File: config.mk
export PLATFORM = sky130hd
export DESIGN_NAME = nsl_cell
export DESIGN_NICKNAME = d
export VERILOG_FILES = /design/src/rtl/core/nsl_pkg.sv /design/src/rtl/core/nsl_cell.sv
export SDC_FILE = /design/constraint.sdc
export NUM_CORES = 1
export LEC_CHECK = 0
export ABC_AREA = 1
export BUFFER_PORTS_ARGS = -buffer_cell sky130_fd_sc_hd__buf_2
export CAP_MARGIN = 10
export CORE_MARGIN = 3
export CORE_UTILIZATION = 30
export DETAILED_ROUTE_END_ITERATION = 10
export GPL_TIMING_DRIVEN = 0
export MAX_ROUTING_LAYER = met4
export PLACE_DENSITY = 0.51
export SYNTH_ARGS = -nofsm -noshare
export SYNTH_HDL_FRONTEND = slang
export SYNTH_SLANG_ARGS = --single-unit
File: constraint.sdc
create_clock -name i_clk -period 6.3 [get_ports i_clk]
set_clock_uncertainty 0.1 [all_clocks]
set_input_delay 0.63 -clock i_clk [delete_from_list [all_inputs] [get_ports i_clk]]
set_output_delay 0.63 -clock i_clk [all_outputs]
set_load 0.02 [all_outputs]
File: src/rtl/core/nsl_pkg.sv
// Shared types for the nearest-site labeler.
// Holds the command codes and the control group that walks the cell chain.
// No dependencies.
package nsl_pkg;

    localparam int IDX_BITS     = 5;  // width of site_index and cell_index
    localparam int ID_CMP_BITS  = 8;  // wide enough to compare any cell id

    typedef enum logic {
        CMD_LOAD  = 1'b0,
        CMD_QUERY = 1'b1
    } t_cmd;

    typedef struct packed {
        logic valid;
        t_cmd cmd;
    } t_ctl;

endpackage

File: src/rtl/core/nsl_cell.sv
// One cell of the site chain: holds one site position and folds its
// squared distance into the running best of each passing query beat.
// Depends on nsl_pkg.
module nsl_cell #(
    parameter int COORD_BITS = 6,
    parameter int BEST_BITS  = 5,
    parameter int CELL_ID    = 0
) (
    input  logic                              i_clk,
    input  logic                              i_rst_n,
    input  logic                              i_advance,
    input  nsl_pkg::t_ctl                     i_ctl,
    input  logic [nsl_pkg::IDX_BITS-1:0]      i_site_index,
    input  logic [COORD_BITS-1:0]             i_x,
    input  logic [COORD_BITS-1:0]             i_y,
    input  logic [BEST_BITS-1:0]              i_best,
    input  logic [2*COORD_BITS:0]             i_best_d,
    output nsl_pkg::t_ctl                     o_ctl,
    output logic [nsl_pkg::IDX_BITS-1:0]      o_site_index,
    output logic [COORD_BITS-1:0]             o_x,
    output logic [COORD_BITS-1:0]             o_y,
    output logic [BEST_BITS-1:0]              o_best,
    output logic [2*COORD_BITS:0]             o_best_d
);
    import nsl_pkg::*;

    localparam int DIST_BITS = 2 * COORD_BITS + 1;

    logic [COORD_BITS-1:0]  r_site_x;
    logic [COORD_BITS-1:0]  r_site_y;

    logic                   w_hit;
    logic [COORD_BITS-1:0]  w_gx;
    logic [COORD_BITS-1:0]  w_gy;
    logic [DIST_BITS-1:0]   n_a_dist;
    logic                   w_closer;

    t_ctl                   r_a_ctl;
    logic [IDX_BITS-1:0]    r_a_idx;
    logic [COORD_BITS-1:0]  r_a_x;
    logic [COORD_BITS-1:0]  r_a_y;
    logic [BEST_BITS-1:0]   r_a_best;
    logic [DIST_BITS-1:0]   r_a_best_d;
    logic [DIST_BITS-1:0]   r_a_dist;

    t_ctl                   r_b_ctl;
    logic [IDX_BITS-1:0]    r_b_idx;
    logic [COORD_BITS-1:0]  r_b_x;
    logic [COORD_BITS-1:0]  r_b_y;
    logic [BEST_BITS-1:0]   r_b_best;
    logic [DIST_BITS-1:0]   r_b_best_d;
    logic [BEST_BITS-1:0]   n_b_best;
    logic [DIST_BITS-1:0]   n_b_best_d;

    assign w_hit = i_ctl.valid && (i_ctl.cmd == CMD_LOAD)
                && (ID_CMP_BITS'(i_site_index) == ID_CMP_BITS'(CELL_ID));

    // Site write happens as the load beat enters, so any query behind it sees it.
    always_ff @(posedge i_clk) begin
        if (i_advance && w_hit) begin
            r_site_x <= i_x;
            r_site_y <= i_y;
        end
    end

    always_comb begin
        w_gx     = (i_x > r_site_x) ? (i_x - r_site_x) : (r_site_x - i_x);
        w_gy     = (i_y > r_site_y) ? (i_y - r_site_y) : (r_site_y - i_y);
        n_a_dist = DIST_BITS'(w_gx) * DIST_BITS'(w_gx)
                 + DIST_BITS'(w_gy) * DIST_BITS'(w_gy);
    end

    // Stage A: distance for this cell's site.
    always_ff @(posedge i_clk) begin
        if (!i_rst_n) begin
            r_a_ctl <= '{valid: 1'b0, cmd: CMD_LOAD};
        end else if (i_advance) begin
            r_a_ctl <= i_ctl;
        end
    end

    always_ff @(posedge i_clk) begin
        if (i_advance) begin
            r_a_idx    <= i_site_index;
            r_a_x      <= i_x;
            r_a_y      <= i_y;
            r_a_best   <= i_best;
            r_a_best_d <= i_best_d;
            r_a_dist   <= n_a_dist;
        end
    end

    // Stage B: strict less-than keeps the lower index on a tie.
    assign w_closer = (r_a_ctl.cmd == CMD_QUERY) && (r_a_dist < r_a_best_d);

    always_comb begin
        if (w_closer) begin
            n_b_best   = BEST_BITS'(CELL_ID);
            n_b_best_d = r_a_dist;
        end else begin
            n_b_best   = r_a_best;
            n_b_best_d = r_a_best_d;
        end
    end

    always_ff @(posedge i_clk) begin
        if (!i_rst_n) begin
            r_b_ctl <= '{valid: 1'b0, cmd: CMD_LOAD};
        end else if (i_advance) begin
            r_b_ctl <= r_a_ctl;
        end
    end

    always_ff @(posedge i_clk) begin
        if (i_advance) begin
            r_b_idx    <= r_a_idx;
            r_b_x      <= r_a_x;
            r_b_y      <= r_a_y;
            r_b_best   <= n_b_best;
            r_b_best_d <= n_b_best_d;
        end
    end

    assign o_ctl        = r_b_ctl;
    assign o_site_index = r_b_idx;
    assign o_x          = r_b_x;
    assign o_y          = r_b_y;
    assign o_best       = r_b_best;
    assign o_best_d     = r_b_best_d;

endmodule

==> results.md <==
- # clock sinks: 99
- DIE AREA: 23400 µm²
- Core outline area: ~21000 µm²
- Met3 Use GR: 2.55%
- Antenna diodes: 0
- Drt initial violations: 128
- # IOs: slightly below 80
- Placed Area: 7240 µm²
- Clock-pin slew on the worst setup and hold paths: 0.07 ns
- Std cell rows: 53
- Area grow syn2layout: 18.1%
- Setup crit start kind: input port
- Crit-path most repeated cell: fa_1
- Maxcap violations: 0
- DRT Pass-1 Iters: 4
- TritonCTS clock tree: done
- RSZ-0062 raised after global routing: false
- Pwr dens: 435 nW/µm²
- CTS Buf Count: 9
- WL/cell: 11.8 µm
- Post-synth EDFFs: 95
- P_leak: 3.71 nW
- CTS Hold Bufs: 0
- Final #Nets: 866
- Sw frac: approximately two fifths
- Met1 usage in global routing: 13.3%
- Slew Limit Fails: 0
- DR DRC count: 0
- Unique masters post-synth: 36
- Placer Congestion: 0.848
- DIE WIDTH: 153 µm
- Vias in the first global route: 4352
- GRT Total Usage: 10.9%
- Clock power share: 16.6%
- Avg Inst Size Synth: 10.3 µm²
- Synth async-reset ratio: 0%
- Pint: 0.00195 W
- Layout cells sized above 1: about a fifth
- Fin Setup TNS: 0 ns
- Fmax: 0.168 GHz
- Slew headroom: 53.4%
- CP required: 6.30 ns
- Slew @ Worst Pin: ~0.69 ns
- CP endpoint kind: flip-flop
- Initial antenna violation count: 0
- Post-Synthesis Cells: 631
- Initial Utilization: 30.7%
- Syn_nets: about 770
- Commonest cells after routing, fill and taps aside: inv_1, edfxtp_1, nand2_1, buf_2, ha_1
- H-tree depth: 3
- Routed WL: 11.8 mm
- Crit Path Category: input port to flip-flop
- CP Max Fanout: 6
- Synthesized area: 6470 µm²
- Clock Path Buffers: 2
- Switching power: 0.00138 W
- Combinational share of power: 54.9%
- Max VDD drop: 0.524 mV
- Commonest non-fill, non-tap cell in the layout: inv_1
- First-pass GRT wire length: 20.4 mm
- HPWL after detailed placement: 9.32 mm
- Slowest Stage Delay on Critical Path: 0.54 ns
- Input/output buffers: 76
- #FFs+latches synth: 99
- Final setup margin: 0.340 ns
- Final setup viols: 0
- Synth warn: 0
- Vias: 4227
- Place WS: -0.527 ns
- Ys flop type: edfxtp_1
- Worst-Skew Late Latency: 0.35 ns
- Outcome: completed
- Tcrit/Tclk final: 94.6%
- Total grt overflow: 0
- Clock Tree Root: clkbuf_16
- Sequential Power Share: 28.4%
- CP max stage cell: fa_1
- Hold Crit Class: flip-flop to flip-flop
- Largest net degree at the start of global routing: 51
- Antenna-violating nets left: 0
- Final worst path period need: 5.96 ns
- Busiest grt layer: met2
- Die H: 153 µm
- Met2 GRT Util: 18.5%
- Worst path arrival time: between 5 and 6 ns
- Final Hold Viols: 0
- Register area share after synthesis: between 40% and 50%
- DR vias/cell: ~4.2
- Design area: 7640 µm²
==> sequential cells by signal (all words and copies together), names as in the netlist, 6 cells and up <==
| name | flops |
|---|---|
| o_y | 6 |
| r_a_x | 6 |
| o_best_d | 13 |
| r_a_dist | 13 |
| r_site_y | 6 |
| r_site_x | 6 |
| o_x | 6 |
| r_a_best_d | 13 |
| r_a_y | 6 |
==> cell usage after synthesis (2+ instances only) <==
master	count	area, µm²
inv_1	158	593
dfxtp_1	4	80.1
nor2_1	42	158
buf_4	2	15.0
o211ai_1	2	15.0
nand2_1	95	357
xnor2_1	4	35.0
nand3_1	19	95.1
clkbuf_1	3	11.3
nand4_1	8	50.1
xor2_1	16	140
nand2_4	4	45.0
nor3_1	2	10.0
o21ai_0	19	95.1
fa_1	39	781
a21oi_1	24	120
nand3_2	3	30.0
edfxtp_1	95	2850
ha_1	62	776
a31oi_1	4	25.0
a21o_1	2	15.0
inv_2	4	15.0
nand2_2	7	43.8
==> worst max-delay path, delay by kind of cell <==
kind	cells	cell delay, ns
buf+inv	6	0.47
compound gates	2	0.31
xor+xnor	1	0.12
fa+ha+maj	8	3.63
simple gates	9	0.79
==> worst paths after layout <==
check         startpoint           end  slack [ns]  depth (start not counted)
max               i_y[0]  r_a_dist[10]        0.34                         26
min             r_a_x[1]        o_x[1]        0.32                          0
max reg2reg  r_site_y[3]  r_a_dist[10]        0.40                         24
min reg2reg     r_a_x[1]        o_x[1]        0.32                          0
==> what timing repair did <==
action | CTS | global route
resized for setup | 2 | 21
setup buffers | 0 | 5
setup endpoints to repair | 2 | 4
cloned | 0 | 0
pin swaps | 0 | 8
==> power by group through the flow <==
stage / Clock [W] / Sequential, W / Combinational [W]
floorplan: 0 / 0.000986 / 0.00140
global placement: 0 / 0.000964 / 0.00176
detailed placement: 0 / 0.000963 / 0.00177
CTS: 0.000579 / 0.000948 / 0.00182
global route: 0.000597 / 0.000957 / 0.00221
finish: 0.000553 / 0.000946 / 0.00183
==> layout make-up <==
type	instances	area, µm²
inverter	163	612
multi-input combinational	361	2950
clock buffer	9	225
tap	275	344
fill	2145	13400
timing repair buffer	83	455
clock inverter	7	80.1
buffer	8	40.0
sequential	99	2930
==> metrics by stage <==
stage / hold slack, ns / util (%) / std cells / power [W]
2_1_floorplan: 0.300 / - / 631 / 0.00238
3_3_place_gp: 0.301 / 34.1 / 982 / 0.00272
3_5_place_dp: 0.305 / 34.3 / 984 / 0.00274
4_1_cts: 0.316 / 35.8 / 1000 / 0.00334
5_1_grt: 0.323 / 36.2 / 1005 / 0.00376
6_report: 0.318 / 36.2 / 1005 / 0.00333
==> logic make-up after synthesis <==
logic type | count (synthesis) | synth area share, %
compound gates | 54 | 4.51
xor+xnor | 20 | 2.71
fa+ha+maj | 101 | 24.1
buf+inv | 171 | 10.1
flops | 99 | 45.3
simple gates | 186 | 13.3
==> routing by layer <==
layer  wire (µm)  vias to the layer above
li1            -                     2183
met1        5410                     1977
met2        5850                       57
met3         427                       10
met4         144                        0
met5           0                        -
Power figures use the tool's default switching activity.
